**config.mk**
```make
export PLATFORM = sky130hd
export DESIGN_NAME = wrgb_queue
export DESIGN_NICKNAME = d
export VERILOG_FILES = /design/src/hdl/wrgb_pkg.sv /design/src/hdl/wrgb_queue.sv
export SDC_FILE = /design/constraint.sdc
export NUM_CORES = 1
export LEC_CHECK = 0
export BUFFER_PORTS_ARGS = -buffer_cell sky130_fd_sc_hd__buf_4
export CAP_MARGIN = 20
export CORE_ASPECT_RATIO = 1.25
export CORE_MARGIN = 5
export CORE_UTILIZATION = 35
export CTS_CLUSTER_SIZE = 8
export DETAILED_ROUTE_END_ITERATION = 8
export SETUP_SLACK_MARGIN = 0.15
export SLEW_MARGIN = 20
export SYNTH_ARGS = -nofsm -noshare
export SYNTH_HDL_FRONTEND = slang
export SYNTH_SLANG_ARGS = --single-unit
```
**constraint.sdc**
```tcl
create_clock -name clock -period 3.7 [get_ports clock]
set_input_delay 0.185 -clock clock [delete_from_list [all_inputs] [get_ports clock]]
set_output_delay 0.185 -clock clock [all_outputs]
set_load 0.05 [all_outputs]
```
**src/hdl/wrgb_pkg.sv**
```systemverilog
`timescale 1ns / 1ps
`default_nettype none
// ----------------------------------------------------------------------------
// wrgb_pkg
// Shared widths, codes, item types and gamma table builder for the
// wavelength to RGB colour ramp.
// ----------------------------------------------------------------------------
package wrgb_pkg;

   localparam int COORD_W          = 17;
   localparam int CHAN_W           = 8;
   localparam int MAXI_W           = 8;
   localparam int WAVE_W           = 10;
   localparam int CSR_IDX_W        = 2;
   localparam int CSR_DATA_W       = 10;
   localparam int LANES            = 3;

   localparam int GAMMA_X100       = 80;
   localparam int GAMMA_TABLE_BITS = 10;

   localparam int FRAC_W           = 16;
   localparam int LEN_W            = 30;
   localparam int CN_W             = 23;
   localparam int FN_W             = 26;
   localparam int PROD_W           = CN_W + FN_W;
   localparam int DEN_W            = 16;
   localparam int RCP_W            = 32;
   localparam int RCP_SHIFT        = 31;
   localparam int HALF_SHIFT       = 31;
   localparam int ROM_W            = 17;
   localparam int ROUND_SHIFT      = 16;
   localparam int QUEUE_DEPTH      = 4;

   localparam logic [63:0] RCP_ONE = 64'd1 << RCP_SHIFT;

   typedef enum logic [CSR_IDX_W-1:0] {
      CSR_MAX_INTENSITY = 2'd0,
      CSR_WAVE_START    = 2'd1,
      CSR_WAVE_END      = 2'd2
   } csr_index_type;

   typedef enum logic [2:0] {
      CD_ONE,
      CD_60,
      CD_50,
      CD_20,
      CD_70,
      CD_65
   } chan_den_type;

   typedef enum logic [1:0] {
      FD_ONE,
      FD_400,
      FD_800
   } fac_den_type;

   typedef struct packed {
      logic [LANES-1:0][CN_W-1:0] cn;
      chan_den_type [LANES-1:0]   cd;
      logic [FN_W-1:0]            fn;
      fac_den_type                fd;
   } wrgb_item_type;

   typedef struct packed {
      logic [DEN_W-1:0] den;
      logic [RCP_W-1:0] rcp;
   } den_rcp_type;

   // Wavelength thresholds in Q.16 nanometres
   localparam logic signed [LEN_W-1:0] NM_120 = LEN_W'(120 * 65536);
   localparam logic signed [LEN_W-1:0] NM_240 = LEN_W'(240 * 65536);
   localparam logic signed [LEN_W-1:0] NM_380 = LEN_W'(380 * 65536);
   localparam logic signed [LEN_W-1:0] NM_420 = LEN_W'(420 * 65536);
   localparam logic signed [LEN_W-1:0] NM_440 = LEN_W'(440 * 65536);
   localparam logic signed [LEN_W-1:0] NM_490 = LEN_W'(490 * 65536);
   localparam logic signed [LEN_W-1:0] NM_510 = LEN_W'(510 * 65536);
   localparam logic signed [LEN_W-1:0] NM_580 = LEN_W'(580 * 65536);
   localparam logic signed [LEN_W-1:0] NM_645 = LEN_W'(645 * 65536);
   localparam logic signed [LEN_W-1:0] NM_701 = LEN_W'(701 * 65536);
   localparam logic signed [LEN_W-1:0] NM_780 = LEN_W'(780 * 65536);
   localparam logic signed [LEN_W-1:0] NM_781 = LEN_W'(781 * 65536);

   localparam logic [CN_W-1:0] CN_ONE = CN_W'(65536);
   localparam logic [FN_W-1:0] FN_ONE = FN_W'(65536);

   // Combined divisor and its scaled reciprocal for one channel
   function automatic den_rcp_type den_rcp(input chan_den_type cd, input fac_den_type fd);
      den_rcp_type r;
      case ({cd, fd})
         {CD_ONE, FD_ONE}: r = '{DEN_W'(1),     RCP_W'(RCP_ONE)};
         {CD_ONE, FD_400}: r = '{DEN_W'(400),   RCP_W'(RCP_ONE / 64'd400)};
         {CD_ONE, FD_800}: r = '{DEN_W'(800),   RCP_W'(RCP_ONE / 64'd800)};
         {CD_60,  FD_ONE}: r = '{DEN_W'(60),    RCP_W'(RCP_ONE / 64'd60)};
         {CD_60,  FD_400}: r = '{DEN_W'(24000), RCP_W'(RCP_ONE / 64'd24000)};
         {CD_60,  FD_800}: r = '{DEN_W'(48000), RCP_W'(RCP_ONE / 64'd48000)};
         {CD_50,  FD_ONE}: r = '{DEN_W'(50),    RCP_W'(RCP_ONE / 64'd50)};
         {CD_50,  FD_400}: r = '{DEN_W'(20000), RCP_W'(RCP_ONE / 64'd20000)};
         {CD_50,  FD_800}: r = '{DEN_W'(40000), RCP_W'(RCP_ONE / 64'd40000)};
         {CD_20,  FD_ONE}: r = '{DEN_W'(20),    RCP_W'(RCP_ONE / 64'd20)};
         {CD_20,  FD_400}: r = '{DEN_W'(8000),  RCP_W'(RCP_ONE / 64'd8000)};
         {CD_20,  FD_800}: r = '{DEN_W'(16000), RCP_W'(RCP_ONE / 64'd16000)};
         {CD_70,  FD_ONE}: r = '{DEN_W'(70),    RCP_W'(RCP_ONE / 64'd70)};
         {CD_70,  FD_400}: r = '{DEN_W'(28000), RCP_W'(RCP_ONE / 64'd28000)};
         {CD_70,  FD_800}: r = '{DEN_W'(56000), RCP_W'(RCP_ONE / 64'd56000)};
         {CD_65,  FD_ONE}: r = '{DEN_W'(65),    RCP_W'(RCP_ONE / 64'd65)};
         {CD_65,  FD_400}: r = '{DEN_W'(26000), RCP_W'(RCP_ONE / 64'd26000)};
         {CD_65,  FD_800}: r = '{DEN_W'(52000), RCP_W'(RCP_ONE / 64'd52000)};
         default:          r = '{DEN_W'(1),     RCP_W'(RCP_ONE)};
      endcase
      return r;
   endfunction

   // Integer log2 in Q.32, by repeated squaring
   function automatic logic [63:0] log2_q32(input logic [31:0] v);
      logic [63:0] m;
      logic [63:0] res;
      int          k;
      k = 0;
      for (int s = 1; s < 32; s++) begin
         if ((v >> s) != 32'd0) k = s;
      end
      if (v == 32'd0) return 64'd0;
      m   = 64'(v) << (31 - k);
      res = 64'(k) << 32;
      for (int b = 31; b >= 0; b--) begin
         m = (m * m) >> 31;
         if (m >= 64'h1_0000_0000) begin
            m   = m >> 1;
            res = res + (64'd1 << b);
         end
      end
      return res;
   endfunction

   // One gamma table entry, evaluated at elaboration
   function automatic logic [ROM_W-1:0] gamma_entry(input logic [31:0] i, input int gx100,
                                                    input int bits);
      logic [63:0] a;
      logic [63:0] t;
      logic [63:0] top;
      logic [63:0] lo;
      logic [63:0] hi;
      logic [63:0] mid;
      if (i == 32'd0) return '0;
      a   = (64'(bits) << 32) - log2_q32(i);
      t   = (a * 64'(gx100)) / 64'd100;
      top = 64'd17 << 32;
      if (t > top) return '0;
      top = top - t;
      lo  = 64'd1;
      hi  = 64'd131072;
      for (int n = 0; n < 20; n++) begin
         if (lo < hi) begin
            mid = lo + (hi - lo + 64'd1) / 64'd2;
            if (log2_q32(32'(mid)) <= top) lo = mid;
            else hi = mid - 64'd1;
         end
      end
      return ROM_W'((lo + 64'd1) >> 1);
   endfunction

endpackage
`default_nettype wire

```
**src/hdl/wrgb_queue.sv**
```systemverilog
`timescale 1ns / 1ps
`default_nettype none
// ----------------------------------------------------------------------------
// wrgb_queue
// Small first-in first-out queue between the front and back halves.
// ----------------------------------------------------------------------------
module wrgb_queue (
   input  wire logic                    clock,
   input  wire logic                    reset,
   input  wire logic                    push,
   input  wrgb_pkg::wrgb_item_type      push_item,
   input  wire logic                    pop,
   output logic                         full,
   output logic                         empty,
   output wrgb_pkg::wrgb_item_type      head_item
);

   localparam int DEPTH = wrgb_pkg::QUEUE_DEPTH;
   localparam int PTR_W = $clog2(DEPTH);
   localparam int CNT_W = $clog2(DEPTH + 1);
   localparam logic [PTR_W-1:0] LAST = PTR_W'(DEPTH - 1);

   wrgb_pkg::wrgb_item_type queue_ff [DEPTH];
   logic [PTR_W-1:0]        wr_ptr_ff;
   logic [PTR_W-1:0]        wr_ptr_in;
   logic [PTR_W-1:0]        rd_ptr_ff;
   logic [PTR_W-1:0]        rd_ptr_in;
   logic [CNT_W-1:0]        count_ff;
   logic [CNT_W-1:0]        count_in;
   logic                    do_push;
   logic                    do_pop;

   assign full      = (count_ff == CNT_W'(DEPTH));
   assign empty     = (count_ff == '0);
   assign head_item = queue_ff[rd_ptr_ff];
   assign do_push   = push && !full;
   assign do_pop    = pop && !empty;

   always_comb begin
      wr_ptr_in = wr_ptr_ff;
      rd_ptr_in = rd_ptr_ff;
      count_in  = count_ff;
      if (do_push) wr_ptr_in = (wr_ptr_ff == LAST) ? '0 : wr_ptr_ff + 1'b1;
      if (do_pop)  rd_ptr_in = (rd_ptr_ff == LAST) ? '0 : rd_ptr_ff + 1'b1;
      if (do_push && !do_pop) count_in = count_ff + 1'b1;
      else if (do_pop && !do_push) count_in = count_ff - 1'b1;
   end

   always_ff @(posedge clock) begin
      if (reset) begin
         wr_ptr_ff <= '0;
         rd_ptr_ff <= '0;
         count_ff  <= '0;
      end else begin
         wr_ptr_ff <= wr_ptr_in;
         rd_ptr_ff <= rd_ptr_in;
         count_ff  <= count_in;
      end
   end

   always_ff @(posedge clock) begin
      if (do_push) queue_ff[wr_ptr_ff] <= push_item;
   end

endmodule
`default_nettype wire

```
==> flow_summary.toml <==
[routing]
first_pass_iters = 4
drt_wl_total_um = 32800
drc_errors = 0
wire_per_inst_um = 20.8
drtIter0Drc = 270
ant_nets = 0
vias = 7472
drt-vias-per-instance = 4.75

[timing]
fin_crit_sh = 0.738
finalHoldViolations = 0
finClkSkew_ns = 0.0156
drv_slew = 0
setup_ws_ns = 0.969
setup_tns_ns = 0
tightest_slew_ns = 0.725
relSlewSlack = 0.516
rsz0062_at_grt = "no"
finalSetupViolCount = 0
fmax_mhz = 366
period_needed_ns = 2.73

[logic_synthesis]
synthXorXnorAreaFrac = 0.00111
synth-simple-area-share = 0.00540
synth_top_cell_area_share = 0.808
synth-async-reset-ratio = 0
yosysUniqueCellTypes = 24
synth_top_flop_cell = "edfxtp_1"
syn_inst = 604
yosys_warnings = 0
synth_mux_area_frac = 0.153
synth_seq_cells = 433
yosys.area.top_type = "edfxtp_1"
synth_commonest_cells = "424 x edfxtp_1, 106 x mux4_2, 13 x buf_2, 9 x dfxtp_1, 7 x clkbuf_1"
synth-edff-count = 424
synth_nets = 721
synth_compound_area_frac = 0.00286
synth_top_family_by_area = "multiplexers"
syn_area_um2 = 15800
yosysSeqAreaShare = 0.819
yosys.cell_count.top_type = "edfxtp_1"
synth_fa_ha_area_frac = 0.00603
avgSynthCellArea_um2 = 26.1
synthTopCellsByArea = "edfxtp_1 81%, mux4_2 15%, dfxtp_1 1.1%"

[floorplanning]
start_util = 0.351
die_x_um = 200
die_h_um = 247
rows = 87
dieArea_um2 = 49400
coreArea_um2 = 44800
io_pins = 218

[clocking]
clk_path_buf_depth = 3
clk_pin_slew_ns = 0.05
clkSinkCount = 433
ctsRootBufferMaster = "clkbuf_16"
htreeDepth = 2
cts_tree = "done"
post_cts_buffers = 0
ctsHoldBuffers = 109
cts_resized = 0
worst_skew_pair.late_latency_ns = 0.57
cts_buffers = 60

[hold_path]
hold_depth = 2
hp-class = "in -> reg"
hp-start = "push_item[44]"
worstHoldEndpoint = "queue_ff[3][44]"

[global_route]
grt_pass1_wl_um = 49900
grt_start_max_net_pins = 67
grt_pass1_vias = 8499
overflow = 0
grtUsageTotal = 0.133
grt_antenna_before_repair = 3

[finish]
multi_input_area_um2 = 2670
instances_no_fill = 1574
fin_nets = 1099
drive_gt1_frac = 0.411
regArea_um2 = 12900
stdcell_area_um2 = 20900
area_growth_pct = 32.4
fill_cells = 3739

[power]
p_per_area_nw_per_um2 = 736
p_leak_nw = 7.05
max-vdd-ir-drop_v = 0.000506

[worst_setup_path]
arrival_ns = 2.55
end_kind = "primary output"
path_class = "reg -> out"
ff2ff_setup_slack_ns = 1.38
worstPathRequired_ns = 3.51
reg2reg_from = "count_ff[0]"
startpoint_type = "flip-flop"
cp_max_fo = 29
r2r_end = "count_ff[2]"
ff2ff_path_depth = 9

[placed_design]
dp.cells = 1389
pre_cts_slack_ns = 1.41
port_buffers = 217
finalWeightedCongestion = 0.725
dp_hpwl_um = 19200
placed_cell_area_um2 = 18200

[flow_run]
maxCapViolations = 0

[run_status]
status = "complete, no violations"
[metal layers]
layer,vias up,part of all wire,track usage,wire length [µm]
met3,57,0.058,0.0375,1900
met1,3868,0.41,0.169,13600
met5,-,0.00040,0,13
met2,203,0.50,0.223,16500
li1,3342,-,-,-
met4,2,0.025,0.0416,818
[kinds of logic after synthesis]
logic type               after synthesis
AO/OA/AOI/OAI                          7
XOR/XNOR                               2
adder cells (fa/ha/maj)                7
buffers and inverters                 31
flip-flops                           433
multiplexers                         108
AND/OR/NAND/NOR                       16
[state kept, by name, indices dropped and copies added (netlist names), named ones only]
register	cells
wr_ptr_ff	2
rd_ptr_ff	2
count_ff	3
queue_ff	424
[final cells by class]
class,count,share of cell area
clock buffers,73,0.0753
multi-input cells,140,0.128
diodes,2,0.000240
well taps,578,0.0347
repair buffers,342,0.141
clock inverters,1,0.000420
inverters,5,0.000899
flip-flops and latches,433,0.619
[power breakdown]
part           total, mW  switching, mW  leakage (nW)  internal, mW
Combinational       4.50           2.87          2.31          1.63
Clock               4.69           1.79         0.770          2.90
Sequential          6.16          0.215          3.96          5.95
Total               15.4           4.88          7.05          10.5
[cells in the final DEF (no fill, tap or decap), types with 2 or more instances in the layout]
cell type / Yosys / routed
buf_12: 0 / 9
and3_4: 0 / 4
nor3_1: 2 / 2
dfxtp_1: 9 / 7
a21oi_1: 3 / 3
nor2_1: 4 / 4
dfxtp_4: 0 / 2
xor2_1: 2 / 2
clkbuf_16: 0 / 61
diode_2: 0 / 2
inv_1: 4 / 4
clkbuf_1: 7 / 12
ha_1: 6 / 6
buf_4: 0 / 224
dlygate4sd3_1: 0 / 109
edfxtp_1: 424 / 424
mux2i_1: 2 / 2
mux4_2: 106 / 106
nand3_1: 2 / 2
o21ai_0: 2 / 2
or3_1: 2 / 2
[critical path, stage by stage, from the launching register on]
cell and delay [ns]:
dfxtp_4 0.79, buf_4 0.36, mux4_2 0.57, buf_4 0.21
[stage by stage]
stage / hold slack, ns / power (mW) / util
final: 0.355 / 15.4 / 0.465
after global placement: 0.386 / 10.7 / 0.406
after detailed placement: 0.389 / 10.8 / 0.406
after global routing: 0.324 / 16.0 / 0.465
after floorplan: 0.284 / 9.36 / -
after CTS: 0.305 / 15.6 / 0.465
[worst max-delay path by stage]
stage	to	start	cells after the start
2_1_floorplan	queue_ff[0][0]	count_ff[0]	3
6_report	head_item[43]	flip-flop	3
3_5_place_dp	count_ff[2]	count_ff[0]	9
5_1_grt	head_item[0]	flip-flop	3
3_3_place_gp	head_item[38]	flip-flop	3
4_1_cts	head_item[0]	flip-flop	3
Power figures use the tool's default switching activity.
