[config.mk]
export PLATFORM = sky130hd
export DESIGN_NAME = wrgb_front_flat
export DESIGN_NICKNAME = d
export VERILOG_FILES = /design/src/hdl/wrgb_pkg.sv /design/src/hdl/wrgb_if.sv /design/src/hdl/wrgb_front.sv /design/src/flat_wrapper.sv
export SDC_FILE = /design/constraint.sdc
export NUM_CORES = 1
export LEC_CHECK = 0
export BUFFER_PORTS_ARGS = -buffer_cell sky130_fd_sc_hd__buf_2
export CORE_MARGIN = 5
export CORE_UTILIZATION = 40
export CTS_CLUSTER_SIZE = 8
export DETAILED_ROUTE_END_ITERATION = 6
export SYNTH_ARGS = -nofsm -noshare
export SYNTH_HDL_FRONTEND = slang
export SYNTH_SLANG_ARGS = --single-unit
[constraint.sdc]
create_clock -name clock -period 10 [get_ports clock]
set_input_delay 1 -clock clock [delete_from_list [all_inputs] [get_ports clock]]
set_output_delay 1 -clock clock [all_outputs]
set_load 0.05 [all_outputs]
[src/hdl/wrgb_pkg.sv]
`timescale 1ns / 1ps
`default_nettype none
// ----------------------------------------------------------------------------
// wrgb_pkg
// Shared widths, codes, item types and gamma table builder for the
// wavelength to RGB colour ramp.
// ----------------------------------------------------------------------------
package wrgb_pkg;

   localparam int COORD_W          = 17;
   localparam int CHAN_W           = 8;
   localparam int MAXI_W           = 8;
   localparam int WAVE_W           = 10;
   localparam int CSR_IDX_W        = 2;
   localparam int CSR_DATA_W       = 10;
   localparam int LANES            = 3;

   localparam int GAMMA_X100       = 80;
   localparam int GAMMA_TABLE_BITS = 10;

   localparam int FRAC_W           = 16;
   localparam int LEN_W            = 30;
   localparam int CN_W             = 23;
   localparam int FN_W             = 26;
   localparam int PROD_W           = CN_W + FN_W;
   localparam int DEN_W            = 16;
   localparam int RCP_W            = 32;
   localparam int RCP_SHIFT        = 31;
   localparam int HALF_SHIFT       = 31;
   localparam int ROM_W            = 17;
   localparam int ROUND_SHIFT      = 16;
   localparam int QUEUE_DEPTH      = 4;

   localparam logic [63:0] RCP_ONE = 64'd1 << RCP_SHIFT;

   typedef enum logic [CSR_IDX_W-1:0] {
      CSR_MAX_INTENSITY = 2'd0,
      CSR_WAVE_START    = 2'd1,
      CSR_WAVE_END      = 2'd2
   } csr_index_type;

   typedef enum logic [2:0] {
      CD_ONE,
      CD_60,
      CD_50,
      CD_20,
      CD_70,
      CD_65
   } chan_den_type;

   typedef enum logic [1:0] {
      FD_ONE,
      FD_400,
      FD_800
   } fac_den_type;

   typedef struct packed {
      logic [LANES-1:0][CN_W-1:0] cn;
      chan_den_type [LANES-1:0]   cd;
      logic [FN_W-1:0]            fn;
      fac_den_type                fd;
   } wrgb_item_type;

   typedef struct packed {
      logic [DEN_W-1:0] den;
      logic [RCP_W-1:0] rcp;
   } den_rcp_type;

   // Wavelength thresholds in Q.16 nanometres
   localparam logic signed [LEN_W-1:0] NM_120 = LEN_W'(120 * 65536);
   localparam logic signed [LEN_W-1:0] NM_240 = LEN_W'(240 * 65536);
   localparam logic signed [LEN_W-1:0] NM_380 = LEN_W'(380 * 65536);
   localparam logic signed [LEN_W-1:0] NM_420 = LEN_W'(420 * 65536);
   localparam logic signed [LEN_W-1:0] NM_440 = LEN_W'(440 * 65536);
   localparam logic signed [LEN_W-1:0] NM_490 = LEN_W'(490 * 65536);
   localparam logic signed [LEN_W-1:0] NM_510 = LEN_W'(510 * 65536);
   localparam logic signed [LEN_W-1:0] NM_580 = LEN_W'(580 * 65536);
   localparam logic signed [LEN_W-1:0] NM_645 = LEN_W'(645 * 65536);
   localparam logic signed [LEN_W-1:0] NM_701 = LEN_W'(701 * 65536);
   localparam logic signed [LEN_W-1:0] NM_780 = LEN_W'(780 * 65536);
   localparam logic signed [LEN_W-1:0] NM_781 = LEN_W'(781 * 65536);

   localparam logic [CN_W-1:0] CN_ONE = CN_W'(65536);
   localparam logic [FN_W-1:0] FN_ONE = FN_W'(65536);

   // Combined divisor and its scaled reciprocal for one channel
   function automatic den_rcp_type den_rcp(input chan_den_type cd, input fac_den_type fd);
      den_rcp_type r;
      case ({cd, fd})
         {CD_ONE, FD_ONE}: r = '{DEN_W'(1),     RCP_W'(RCP_ONE)};
         {CD_ONE, FD_400}: r = '{DEN_W'(400),   RCP_W'(RCP_ONE / 64'd400)};
         {CD_ONE, FD_800}: r = '{DEN_W'(800),   RCP_W'(RCP_ONE / 64'd800)};
         {CD_60,  FD_ONE}: r = '{DEN_W'(60),    RCP_W'(RCP_ONE / 64'd60)};
         {CD_60,  FD_400}: r = '{DEN_W'(24000), RCP_W'(RCP_ONE / 64'd24000)};
         {CD_60,  FD_800}: r = '{DEN_W'(48000), RCP_W'(RCP_ONE / 64'd48000)};
         {CD_50,  FD_ONE}: r = '{DEN_W'(50),    RCP_W'(RCP_ONE / 64'd50)};
         {CD_50,  FD_400}: r = '{DEN_W'(20000), RCP_W'(RCP_ONE / 64'd20000)};
         {CD_50,  FD_800}: r = '{DEN_W'(40000), RCP_W'(RCP_ONE / 64'd40000)};
         {CD_20,  FD_ONE}: r = '{DEN_W'(20),    RCP_W'(RCP_ONE / 64'd20)};
         {CD_20,  FD_400}: r = '{DEN_W'(8000),  RCP_W'(RCP_ONE / 64'd8000)};
         {CD_20,  FD_800}: r = '{DEN_W'(16000), RCP_W'(RCP_ONE / 64'd16000)};
         {CD_70,  FD_ONE}: r = '{DEN_W'(70),    RCP_W'(RCP_ONE / 64'd70)};
         {CD_70,  FD_400}: r = '{DEN_W'(28000), RCP_W'(RCP_ONE / 64'd28000)};
         {CD_70,  FD_800}: r = '{DEN_W'(56000), RCP_W'(RCP_ONE / 64'd56000)};
         {CD_65,  FD_ONE}: r = '{DEN_W'(65),    RCP_W'(RCP_ONE / 64'd65)};
         {CD_65,  FD_400}: r = '{DEN_W'(26000), RCP_W'(RCP_ONE / 64'd26000)};
         {CD_65,  FD_800}: r = '{DEN_W'(52000), RCP_W'(RCP_ONE / 64'd52000)};
         default:          r = '{DEN_W'(1),     RCP_W'(RCP_ONE)};
      endcase
      return r;
   endfunction

   // Integer log2 in Q.32, by repeated squaring
   function automatic logic [63:0] log2_q32(input logic [31:0] v);
      logic [63:0] m;
      logic [63:0] res;
      int          k;
      k = 0;
      for (int s = 1; s < 32; s++) begin
         if ((v >> s) != 32'd0) k = s;
      end
      if (v == 32'd0) return 64'd0;
      m   = 64'(v) << (31 - k);
      res = 64'(k) << 32;
      for (int b = 31; b >= 0; b--) begin
         m = (m * m) >> 31;
         if (m >= 64'h1_0000_0000) begin
            m   = m >> 1;
            res = res + (64'd1 << b);
         end
      end
      return res;
   endfunction

   // One gamma table entry, evaluated at elaboration
   function automatic logic [ROM_W-1:0] gamma_entry(input logic [31:0] i, input int gx100,
                                                    input int bits);
      logic [63:0] a;
      logic [63:0] t;
      logic [63:0] top;
      logic [63:0] lo;
      logic [63:0] hi;
      logic [63:0] mid;
      if (i == 32'd0) return '0;
      a   = (64'(bits) << 32) - log2_q32(i);
      t   = (a * 64'(gx100)) / 64'd100;
      top = 64'd17 << 32;
      if (t > top) return '0;
      top = top - t;
      lo  = 64'd1;
      hi  = 64'd131072;
      for (int n = 0; n < 20; n++) begin
         if (lo < hi) begin
            mid = lo + (hi - lo + 64'd1) / 64'd2;
            if (log2_q32(32'(mid)) <= top) lo = mid;
            else hi = mid - 64'd1;
         end
      end
      return ROM_W'((lo + 64'd1) >> 1);
   endfunction

endpackage
`default_nettype wire

[src/hdl/wrgb_if.sv]
`timescale 1ns / 1ps
`default_nettype none
// ----------------------------------------------------------------------------
// wrgb_if
// Request, response and register write channels of the colour ramp.
// ----------------------------------------------------------------------------
interface wrgb_req_if;
   logic                         valid;
   logic                         ready;
   logic [wrgb_pkg::COORD_W-1:0] norm_coord;
   modport source (output valid, output norm_coord, input ready);
   modport sink   (input valid, input norm_coord, output ready);
endinterface

`default_nettype wire

[src/hdl/wrgb_front.sv]
`timescale 1ns / 1ps
`default_nettype none
// ----------------------------------------------------------------------------
// wrgb_front
// Maps the coordinate onto the wavelength span and classifies it into
// channel ramp terms and an edge factor term.
// ----------------------------------------------------------------------------
module wrgb_front (
   input  wire logic                    clock,
   input  wire logic                    reset,
   wrgb_req_if.sink                     req_ch,
   input  wire logic [wrgb_pkg::WAVE_W-1:0] wave_start,
   input  wire logic [wrgb_pkg::WAVE_W-1:0] wave_end,
   input  wire logic                    q_full,
   output logic                         q_push,
   output wrgb_pkg::wrgb_item_type      q_item
);

   localparam int PROD_W = wrgb_pkg::COORD_W + wrgb_pkg::WAVE_W + 2;

   logic                                   adv;
   logic                                   f1_valid_ff;
   logic                                   f2_valid_ff;
   logic signed [wrgb_pkg::LEN_W-1:0]      len_ff;
   logic signed [wrgb_pkg::LEN_W-1:0]      len_in;
   wrgb_pkg::wrgb_item_type                item_ff;
   wrgb_pkg::wrgb_item_type                item_in;
   logic signed [wrgb_pkg::WAVE_W:0]       diff;
   logic signed [wrgb_pkg::COORD_W:0]      xs;
   logic signed [PROD_W-1:0]               prod;
   logic signed [wrgb_pkg::LEN_W-1:0]      dx;

   assign adv          = !(f2_valid_ff && q_full);
   assign req_ch.ready = adv;
   assign q_push       = f2_valid_ff && !q_full;
   assign q_item       = item_ff;

   always_comb begin
      diff   = $signed({1'b0, wave_end}) - $signed({1'b0, wave_start});
      xs     = $signed({1'b0, req_ch.norm_coord});
      prod   = xs * diff;
      len_in = wrgb_pkg::LEN_W'(prod)
             + $signed(wrgb_pkg::LEN_W'({wave_start, {wrgb_pkg::FRAC_W{1'b0}}}));
   end

   always_comb begin
      item_in = '0;
      dx      = '0;
      if (len_ff < wrgb_pkg::NM_380) begin
      end else if (len_ff < wrgb_pkg::NM_440) begin
         item_in.cn[0] = wrgb_pkg::CN_W'(wrgb_pkg::NM_440 - len_ff);
         item_in.cd[0] = wrgb_pkg::CD_60;
         item_in.cn[2] = wrgb_pkg::CN_ONE;
      end else if (len_ff < wrgb_pkg::NM_490) begin
         item_in.cn[1] = wrgb_pkg::CN_W'(len_ff - wrgb_pkg::NM_440);
         item_in.cd[1] = wrgb_pkg::CD_50;
         item_in.cn[2] = wrgb_pkg::CN_ONE;
      end else if (len_ff < wrgb_pkg::NM_510) begin
         item_in.cn[1] = wrgb_pkg::CN_ONE;
         item_in.cn[2] = wrgb_pkg::CN_W'(wrgb_pkg::NM_510 - len_ff);
         item_in.cd[2] = wrgb_pkg::CD_20;
      end else if (len_ff < wrgb_pkg::NM_580) begin
         item_in.cn[0] = wrgb_pkg::CN_W'(len_ff - wrgb_pkg::NM_510);
         item_in.cd[0] = wrgb_pkg::CD_70;
         item_in.cn[1] = wrgb_pkg::CN_ONE;
      end else if (len_ff < wrgb_pkg::NM_645) begin
         item_in.cn[0] = wrgb_pkg::CN_ONE;
         item_in.cn[1] = wrgb_pkg::CN_W'(wrgb_pkg::NM_645 - len_ff);
         item_in.cd[1] = wrgb_pkg::CD_65;
      end else if (len_ff < wrgb_pkg::NM_781) begin
         item_in.cn[0] = wrgb_pkg::CN_ONE;
      end

      if (len_ff < wrgb_pkg::NM_380) begin
      end else if (len_ff < wrgb_pkg::NM_420) begin
         dx         = len_ff - wrgb_pkg::NM_380;
         item_in.fn = wrgb_pkg::FN_W'(wrgb_pkg::NM_120 + (dx <<< 3) - dx);
         item_in.fd = wrgb_pkg::FD_400;
      end else if (len_ff < wrgb_pkg::NM_701) begin
         item_in.fn = wrgb_pkg::FN_ONE;
      end else if (len_ff < wrgb_pkg::NM_781) begin
         dx         = wrgb_pkg::NM_780 - len_ff;
         item_in.fn = wrgb_pkg::FN_W'(wrgb_pkg::NM_240 + (dx <<< 3) - dx);
         item_in.fd = wrgb_pkg::FD_800;
      end
   end

   always_ff @(posedge clock) begin
      if (reset) begin
         f1_valid_ff <= 1'b0;
         f2_valid_ff <= 1'b0;
      end else if (adv) begin
         f1_valid_ff <= req_ch.valid;
         f2_valid_ff <= f1_valid_ff;
      end
   end

   always_ff @(posedge clock) begin
      if (adv) begin
         len_ff  <= len_in;
         item_ff <= item_in;
      end
   end

endmodule
`default_nettype wire

[src/flat_wrapper.sv]
// flat-port wrapper written by rule: the top's interface ports become plain ports
module wrgb_front_flat 
  (clock, reset, wave_start, wave_end, q_full, q_push, q_item, req_ch_valid, req_ch_norm_coord, req_ch_ready);
  wrgb_req_if req_ch_i ();
  input  wire logic clock;
  input  wire logic reset;
  input  wire logic [wrgb_pkg::WAVE_W-1:0] wave_start;
  input  wire logic [wrgb_pkg::WAVE_W-1:0] wave_end;
  input  wire logic q_full;
  output logic q_push;
  output wrgb_pkg::wrgb_item_type q_item;
  input wire logic [$bits(req_ch_i.valid)-1:0] req_ch_valid;
  input wire logic [$bits(req_ch_i.norm_coord)-1:0] req_ch_norm_coord;
  output wire logic [$bits(req_ch_i.ready)-1:0] req_ch_ready;
  assign req_ch_i.valid = req_ch_valid;
  assign req_ch_i.norm_coord = req_ch_norm_coord;
  assign req_ch_ready = req_ch_i.ready;
  wrgb_front u_core (.clock(clock), .reset(reset), .req_ch(req_ch_i), .wave_start(wave_start), .wave_end(wave_end), .q_full(q_full), .q_push(q_push), .q_item(q_item));
endmodule
==> results of run 1 <==
final cells by class:
type / instances / share of cell area
sequential: 134 / 0.2233
clock inverter: 15 / 0.009491
timing repair buffer: 159 / 0.04620
inverter: 303 / 0.06372
multi-input combinational: 1256 / 0.5969
clock buffer: 17 / 0.02373
tap: 525 / 0.03664
worst max-delay path by stage:
stage	to	slack (ns)
5_1_grt	u_core.len_ff[29]	1.44
4_1_cts	u_core.len_ff[29]	1.96
6_report	u_core.len_ff[29]	1.94
3_3_place_gp	u_core.len_ff[29]	1.63
3_5_place_dp	u_core.len_ff[29]	1.52
2_1_floorplan	u_core.len_ff[29]	2.40
state kept, by name, summed over array words and instances, names as in the netlist:
name / count
u_core.f2_valid_ff: 1
u_core.len_ff: 30
u_core.q_item: 102
u_core.f1_valid_ff: 1
cell usage in the layout, fill, tap and decap left out, types with 6 or more instances in the layout:
master,n
a31oi_1,9
buf_4,13
o21bai_1,9
o21a_1,18
nor3_1,25
a21o_1,22
ha_1,190
xnor2_1,65
nand2b_1,11
nor2_1,106
and3_1,6
o31ai_1,9
nand3_1,28
nand2_1,171
xor2_1,39
inv_1,301
a22o_1,6
edfxtp_1,132
fa_1,146
o22ai_1,12
clkbuf_16,17
a211oi_1,13
and2_1,78
or3_1,8
a21oi_1,74
nand4_1,10
o21ai_1,6
o2111ai_1,6
o21ai_0,80
nor2b_1,25
buf_2,146
cells by family (layout without fill, tap and decap cells):
family / count (synthesis) / in the layout / share of synthesized area
AND/OR/NAND/NOR: 500 / 500 / 0.1517
buffers and inverters: 370 / 494 / 0.08936
adder cells (fa/ha/maj): 336 / 336 / 0.3286
AO/OA/AOI/OAI: 311 / 311 / 0.1233
flip-flops: 134 / 134 / 0.2482
XOR/XNOR: 105 / 105 / 0.05787
other: 1 / 3 / 0.0002325
multiplexers: 1 / 1 / 0.0006206
metrics by stage:
step | instances | hold WS (ns) | util | setup slack, ns | area, um2
finish | 2409 | 0.4891 | 0.4502 | 1.938 | 17930
global route | 2409 | 0.5408 | 0.4502 | 1.439 | 17930
CTS | 2409 | 0.5076 | 0.4502 | 1.960 | 17930
detailed placement | 2377 | 0.4937 | 0.4352 | 1.524 | 17330
global placement | 2377 | 0.4502 | 0.4352 | 1.632 | 17330
floorplan | 1760 | 0.4374 | - | 2.401 | 16140
per-layer routing:
layer,track usage,part of all wire,vias up
li1,-,-,6032
met1,0.2489,0.45,6023
met2,0.3102,0.48,328
met3,0.02020,0.046,50
met4,0.04784,0.021,0
met5,0,0,-
worst min-delay path: cells and delay by family, from the launching register on:
| family | cells | cell delay, ns |
|---|---|---|
| flip-flops | 1 | 0.33 |
| AO/OA/AOI/OAI | 1 | 0.05 |
| AND/OR/NAND/NOR | 1 | 0.07 |
==> flow_summary_export.csv, run 1 <==
group,metric,value,unit
critical_path,reg2reg_slack,4.28,ns
route,drt-total-wl,40330,um
yosys,syn_inst,1758,
clocking,clk_path_buf_depth,2,
finish,multi_input_area,10700,um2
global_route,grt_pass1_vias,12790,
flow_run,cap_violations,0,
clocking,ctsResizeCount,0,
finish,area_delta_synth_final,11.15,%
sta,setup_tns,0,ns
worst_hold_path,min-delay-path-class,"reg -> reg",
sta,worstMarginPinSlew,1.210,ns
clocking,cts_sinks,134,
yosys,ys.flop_type,"edfxtp_1",
sta,rsz0062_at_grt,"false",
clocking,cts_tree,"done",
critical_path,crit_start,"wave_end[0]",
route,drc,0,
global_route,grt_overflow,0,
yosys,synth_top_cell_area_share,0.2458,
clocking,cts_root_buf,"clkbuf_16",
yosys,yosysMostFrequentCell,"inv_1",
global_route,grt_use_total,0.1821,
floorplanning,dieArea,44440,um2
floorplanning,rows,73,
floorplanning,start_util,0.4050,
finish,fin_nets,2248,
critical_path,worst-path-buf-inv,6,
floorplanning,die_x,210.8,um
yosys,synth.cell_area,16130,um2
yosys,synth_enable_flop_cells,132,
worst_hold_path,hp-start,"u_core.f1_valid_ff",
critical_path,worstReg2RegEnd,"u_core.q_item[27]",
sta,max_freq,124.0,MHz
sta,setup_violations,0,
outcome,status,"complete, no violations",
critical_path,cp_top_family,"adder cells",
route,first_iter_violations,723,
critical_path,worstSetupStartpointType,"input port",
critical_path,crit_fanout,17,
yosys,ys_warn_count,0,
place,dp_hpwl,33060,um
critical_path,rr_worst_depth,17,
yosys,synth_cell_type_count,81,
finish,diodes,0,
route,viasPerCell,5.161,
yosys,yosysTopAreaCell,"edfxtp_1",
yosys,synth-seq-area-share,0.2482,
sta,finalCritPeriodShare,0.8062,
critical_path,cp.depth,30,
critical_path,critPathMaxStageDelay,0.56,ns
worst_hold_path,min_path_cells,2,
clocking,h-tree-depth,4,
route,wl_per_cell,16.74,um
clocking,cts_hold_buf,0,
sta,skew,0.009998,ns
global_route,antenna_found_initial,0,
sta,finalHoldViolCount,0,
yosys,ys_ff_latch,134,
clocking,clk_pin_slew_worst_paths,0.06,ns
finish,filler_cell_count,3908,
critical_path,r2r_start,"u_core.len_ff[0]",
critical_path,worst-setup-path-type,"in -> reg",
route,final_antenna_net_count,0,
critical_path,cpMostUsedCell,"fa_1",
place,place_congestion,0.9397,
clocking,clk-insertion-delay-late,0.43,ns
global_route,grt_max_degree,67,
finish,drive_gt1_frac,0.1168,
clocking,cts_buffers,17,
critical_path,cp_slowest_cell,"fa_1",
worst_hold_path,holdPathEnd,"u_core.f2_valid_ff",
floorplanning,die_h,210.8,um
yosys,synthTopCellsByCount,"inv_1 (301), ha_1 (190), nand2_1 (172)",
place,io_buffer_count,146,
yosys,async_reset_ff_frac,0,
critical_path,crit_path_end_kind,"register",
clocking,cts_setup_buffers,0,
finish,regArea,4004,um2
floorplanning,coreArea,39820,um2
critical_path,critical_path_arrival,8.24,ns
yosys,synthTopCellsByArea,"edfxtp_1 (25%), fa_1 (18%), ha_1 (15%), inv_1 (7.0%), nand2_1 (4.0%)",
critical_path,crit_required,10.18,ns
global_route,grt_pass1_wl,66600,um
yosys,synth_area_per_cell,9.175,um2
floorplanning,io_pins,149,
sta,final_max_slew_viol_count,0,
sta,fin_crit,8.062,ns
route,num_vias,12430,
route,dr.pass1.iters,5,
sta,relSlewSlack,0.1875,
Power of run 1 is not shown: default switching activity piles up to over one toggle a cycle in this logic, so the estimate is an artifact.
==> run 2: changes to the inputs <==
==> constraint.sdc (replaced) <==
create_clock -name clock -period 8 [get_ports clock]
set_input_delay 0.8 -clock clock [delete_from_list [all_inputs] [get_ports clock]]
set_output_delay 0.8 -clock clock [all_outputs]
set_load 0.05 [all_outputs]
==> run 2 against run 1 <==
Compared with the run above: register-to-register slack worse by 1.9 ns; clock skew about the same; sequential share of layout area is 0.16 points lower; non-clock buffer count increased by 16; core utilization grew 0.33 points; highest routed layer unchanged.
==> flow_summary_export.csv, run 2 (synthesis results as in run 1) <==
group,metric,value,unit
sta,rsz0062_at_grt,"false",
sta,skew,0.01044,ns
critical_path,cp_slowest_cell,"fa_1",
outcome,status,"complete, no violations",
clocking,cts_setup_buffers,0,
global_route,grt_overflow,0,
critical_path,worstSetupStartpointType,"input port",
finish,fin_area,18060,um2
place,place_congestion,0.8983,
sta,max_freq,134.0,MHz
floorplanning,io_pins,149,
floorplanning,rows,73,
clocking,cts_tree,"done",
critical_path,critical_path_arrival,7.65,ns
floorplanning,coreArea,39820,um2
clocking,h-tree-depth,4,
route,dr.pass1.iters,5,
place,io_buffer_count,146,
floorplanning,start_util,0.4050,
sta,relSlewSlack,0.2523,
clocking,ctsResizeCount,0,
finish,drive_gt1_frac,0.1258,
clocking,cts_root_buf,"clkbuf_16",
finish,layout_common_cells,"inv_1 (301), ha_1 (190), nand2_1 (171), fa_1 (146), buf_2 (146)",
floorplanning,die_x,210.8,um
clocking,cts_hold_buf,0,
finish,diodes,0,
clocking,clk_path_buf_depth,2,
route,drt-total-wl,40340,um
sta,worstMarginPinSlew,1.118,ns
global_route,antenna_found_initial,0,
route,viasPerCell,5.136,
route,final_antenna_net_count,0,
sta,finalHoldViolCount,0,
sta,fin_crit,7.462,ns
route,wl_per_cell,16.64,um
route,drc,0,
finish,final_common_cell,"inv_1",
critical_path,crit_path_end_kind,"register",
global_route,grt_pass1_vias,12590,
critical_path,worst-setup-path-type,"in -> reg",
floorplanning,die_h,210.8,um
sta,final_max_slew_viol_count,0,
global_route,grt_max_degree,69,
critical_path,critPathMaxStageDelay,0.55,ns
critical_path,cpMostUsedCell,"fa_1",
global_route,grt_use_total,0.1816,
global_route,grt_pass1_wl,65670,um
sta,setup_violations,0,
route,num_vias,12460,
critical_path,crit_fanout,4,
finish,fin_nets,2264,
finish,area_delta_synth_final,11.96,%
worst_hold_path,min-delay-path-class,"reg -> reg",
finish,largest_register_ffs,102,
clocking,clk_pin_slew_worst_paths,0.06,ns
floorplanning,dieArea,44440,um2
clocking,clk-insertion-delay-late,0.43,ns
sta,setup_tns,0,ns
place,dp_hpwl,33500,um
clocking,cts_buffers,17,
critical_path,crit_required,8.18,ns
flow_run,cap_violations,0,
sta,finalCritPeriodShare,0.9327,
clocking,cts_sinks,134,
route,first_iter_violations,747,
place,dpl_cell_area,17470,um2
## run 2: area by class of cell
cell class | instances | area, um2
Multi-Input combinational cell | 1256 | 10720
Clock inverter | 14 | 142.6
Timing Repair Buffer | 175 | 960.9
Fill cell | 3918 | 21760
Clock buffer | 18 | 429.2
Sequential cell | 134 | 4004
Tap cell | 525 | 656.9
Inverter | 303 | 1142
## run 2: metrics by stage
step	utilization	setup WS [ns]	std cells	hold slack (ns)
6_report	0.4535	0.5382	2425	0.4868
5_1_grt	0.4535	0.01153	2425	0.5235
4_1_cts	0.4529	0.3842	2425	0.4989
3_5_place_dp	0.4386	-0.07265	2393	0.4881
3_3_place_gp	0.4386	0.02583	2393	0.4522
2_1_floorplan	-	0.6012	1760	0.4374
## run 2: worst max-delay path: cells and delay by family
kind	cells	cell delay (ns)
buffers and inverters	7	0.48
adder cells (fa/ha/maj)	8	3.49
XOR/XNOR	1	0.13
AO/OA/AOI/OAI	12	2.25
AND/OR/NAND/NOR	3	0.48
## run 2: path summary, 6_finish.rpt
kind / to / cells past startpoint / startpoint / slack (ns)
setup reg to reg: u_core.q_item[27] / 17 / u_core.len_ff[0] / 2.38
hold / removal: u_core.f1_valid_ff / 2 / u_core.f1_valid_ff / 0.49
hold reg to reg: u_core.f1_valid_ff / 2 / u_core.f1_valid_ff / 0.49
setup / recovery: u_core.len_ff[29] / 31 / wave_end[0] / 0.54
## run 2: routing by layer
metal | global-route usage | routed length, um
met1 | 0.2490 | 18610
met3 | 0.02035 | 1735
met5 | 0 | 0
met2 | 0.3086 | 19250
met4 | 0.04672 | 750
Power of run 2 is left out for the same reason.
==> run 3: changes to the inputs <==
--- a/config.mk
+++ b/config.mk
@@ -6,6 +6,7 @@
 export NUM_CORES = 1
 export LEC_CHECK = 0
 export BUFFER_PORTS_ARGS = -buffer_cell sky130_fd_sc_hd__buf_2
+export CORE_ASPECT_RATIO = 0.75
 export CORE_MARGIN = 5
 export CORE_UTILIZATION = 40
 export CTS_CLUSTER_SIZE = 8
==> constraint.sdc (replaced) <==
create_clock -name clock -period 8.5 [get_ports clock]
set_input_delay 0.85 -clock clock [delete_from_list [all_inputs] [get_ports clock]]
set_output_delay 0.85 -clock clock [all_outputs]
set_load 0.05 [all_outputs]
==> run 3 against run 2 <==
Compared with the run above: global-route usage increased by 0.40 points; flip-flop and latch count unchanged; setup slack improved by 0.11 ns; sequential share of layout area increased by 0.23 points; register-to-register slack improved by 0.30 ns; die area about the same; clock skew about the same; wire length increased by 4.4%; critical path depth decreased by 2; non-clock buffer count decreased by 17; cell area decreased by 1.0%; count of clock-buffer cells in the layout increased by 1; critical path type unchanged.
==> flow_summary_export.csv, run 3 (synthesis results as in run 1) <==
group,metric,value,unit
outcome,status,"complete, no violations",
clocking,cts_tree,"done",
route,drt-total-wl,42110,um
floorplanning,rows,63,
global_route,grt_pass1_vias,12220,
floorplanning,die_x,241.9,um
critical_path,cp_top_family,"adder cells",
sta,setup_slack,0.6521,ns
floorplanning,die_h,183.9,um
sta,setup_violations,0,
clocking,cts_setup_buffers,0,
global_route,antenna_found_initial,0,
sta,skew,0.01011,ns
worst_hold_path,min-delay-path-class,"reg -> reg",
sta,finalHoldViolCount,0,
route,wl_per_cell,17.52,um
critical_path,worst-path-buf-inv,5,
finish,largest_register_ffs,102,
global_route,grt_pass1_wl,66470,um
global_route,grt_overflow,0,
finish,final_common_cell,"inv_1",
finish,layout_common_cells,"inv_1 (301), ha_1 (190), nand2_1 (171), fa_1 (146), buf_2 (146)",
flow_run,cap_violations,0,
finish,fin_util,0.4508,
sta,relSlewSlack,0.2013,
finish,fin_nets,2247,
critical_path,critPathMaxStageDelay,0.54,ns
clocking,clk_path_buf_depth,2,
clocking,cts_buffers,17,
route,first_iter_violations,979,
place,io_buffer_count,146,
floorplanning,coreArea,39650,um2
critical_path,cpMostUsedCell,"fa_1",
sta,finalCritPeriodShare,0.9233,
sta,worstMarginPinSlew,1.197,ns
critical_path,reg2reg_slack,2.68,ns
critical_path,worstSetupStartpointType,"input port",
finish,filler_cell_count,3864,
clocking,cts_sinks,134,
route,drc,0,
floorplanning,io_pins,149,
critical_path,crit_start,"wave_end[0]",
floorplanning,dieArea,44480,um2
place,pre_cts_ws,0.2461,ns
global_route,grt_max_degree,69,
critical_path,critical_path_arrival,8.04,ns
clocking,cts_hold_buf,0,
clocking,clk_pin_slew_worst_paths,0.06,ns
sta,final_max_slew_viol_count,0,
route,final_antenna_net_count,0,
critical_path,cp_slowest_cell,"fa_1",
critical_path,crit_path_end_kind,"register",
route,viasPerCell,5.329,
finish,diodes,0,
place,dp_hpwl,34200,um
critical_path,crit_required,8.69,ns
route,num_vias,12810,
critical_path,r2r_start,"u_core.len_ff[0]",
sta,fin_crit,7.848,ns
clocking,cts_root_buf,"clkbuf_16",
place,place_congestion,0.8694,
floorplanning,start_util,0.4068,
critical_path,worst-setup-path-type,"in -> reg",
global_route,grt_use_total,0.1856,
clocking,ctsResizeCount,0,
finish,drive_gt1_frac,0.1158,
clocking,clk-insertion-delay-late,0.45,ns
sta,max_freq,127.4,MHz
sta,setup_tns,0,ns
finish,area_delta_synth_final,10.82,%
route,dr.pass1.iters,5,
worst_hold_path,hp-start,"u_core.f1_valid_ff",
critical_path,crit_fanout,10,
sta,rsz0062_at_grt,"false",
clocking,h-tree-depth,4,
-- run 3: per-stage QoR --
stage	cell area, um2	hold slack (ns)	cells
floorplan	16140	0.4374	1760
global placement	17320	0.4498	2371
detailed placement	17320	0.4615	2371
CTS	17870	0.4765	2403
global route	17870	0.4976	2403
finish	17870	0.4690	2403
-- run 3: worst reg2reg max path: stages, from the launching register on --
cell and delay (ns):
edfxtp_1 0.49, inv_1 0.36, ha_1 0.37, nor3b_1 0.62, nand4_2 0.40, nor3_1 0.79
xnor2_1 0.29, inv_1 0.08, ha_1 0.29, ha_1 0.40, a21oi_1 0.18, o21ai_0 0.14
a221oi_1 0.33, o2111ai_1 0.23, a41oi_1 0.29, xor2_1 0.16, nand2_1 0.07, a21oi_1 0.16
-- run 3: path summary, 6_finish.rpt --
check	endpoint	cells after the start
worst max-delay path	u_core.len_ff[27]	29
worst min-delay path	u_core.f2_valid_ff	2
worst max register to register	u_core.q_item[27]	17
worst min register to register	u_core.f2_valid_ff	2
-- run 3: layout make-up --
| class | count | area, um2 | share of cell area |
|---|---|---|---|
| clock inverter | 13 | 112.6 | 0.006300 |
| multi-input combinational | 1256 | 10700 | 0.5987 |
| inverter | 303 | 1142 | 0.06391 |
| clock buffer | 19 | 442.9 | 0.02478 |
| timing repair buffer | 158 | 820.8 | 0.04592 |
| tap | 520 | 650.6 | 0.03640 |
| sequential | 134 | 4004 | 0.2240 |
-- run 3: routing by layer --
metal  wire (um)  track usage  vias to the layer above
met2       18240       0.2781                      382
met5           0            0                        -
li1            -            -                     6046
met4         585      0.03536                        0
met1       20620       0.2781                     6334
met3        2664      0.04186                       44
Power of run 3 is left out for the same reason.
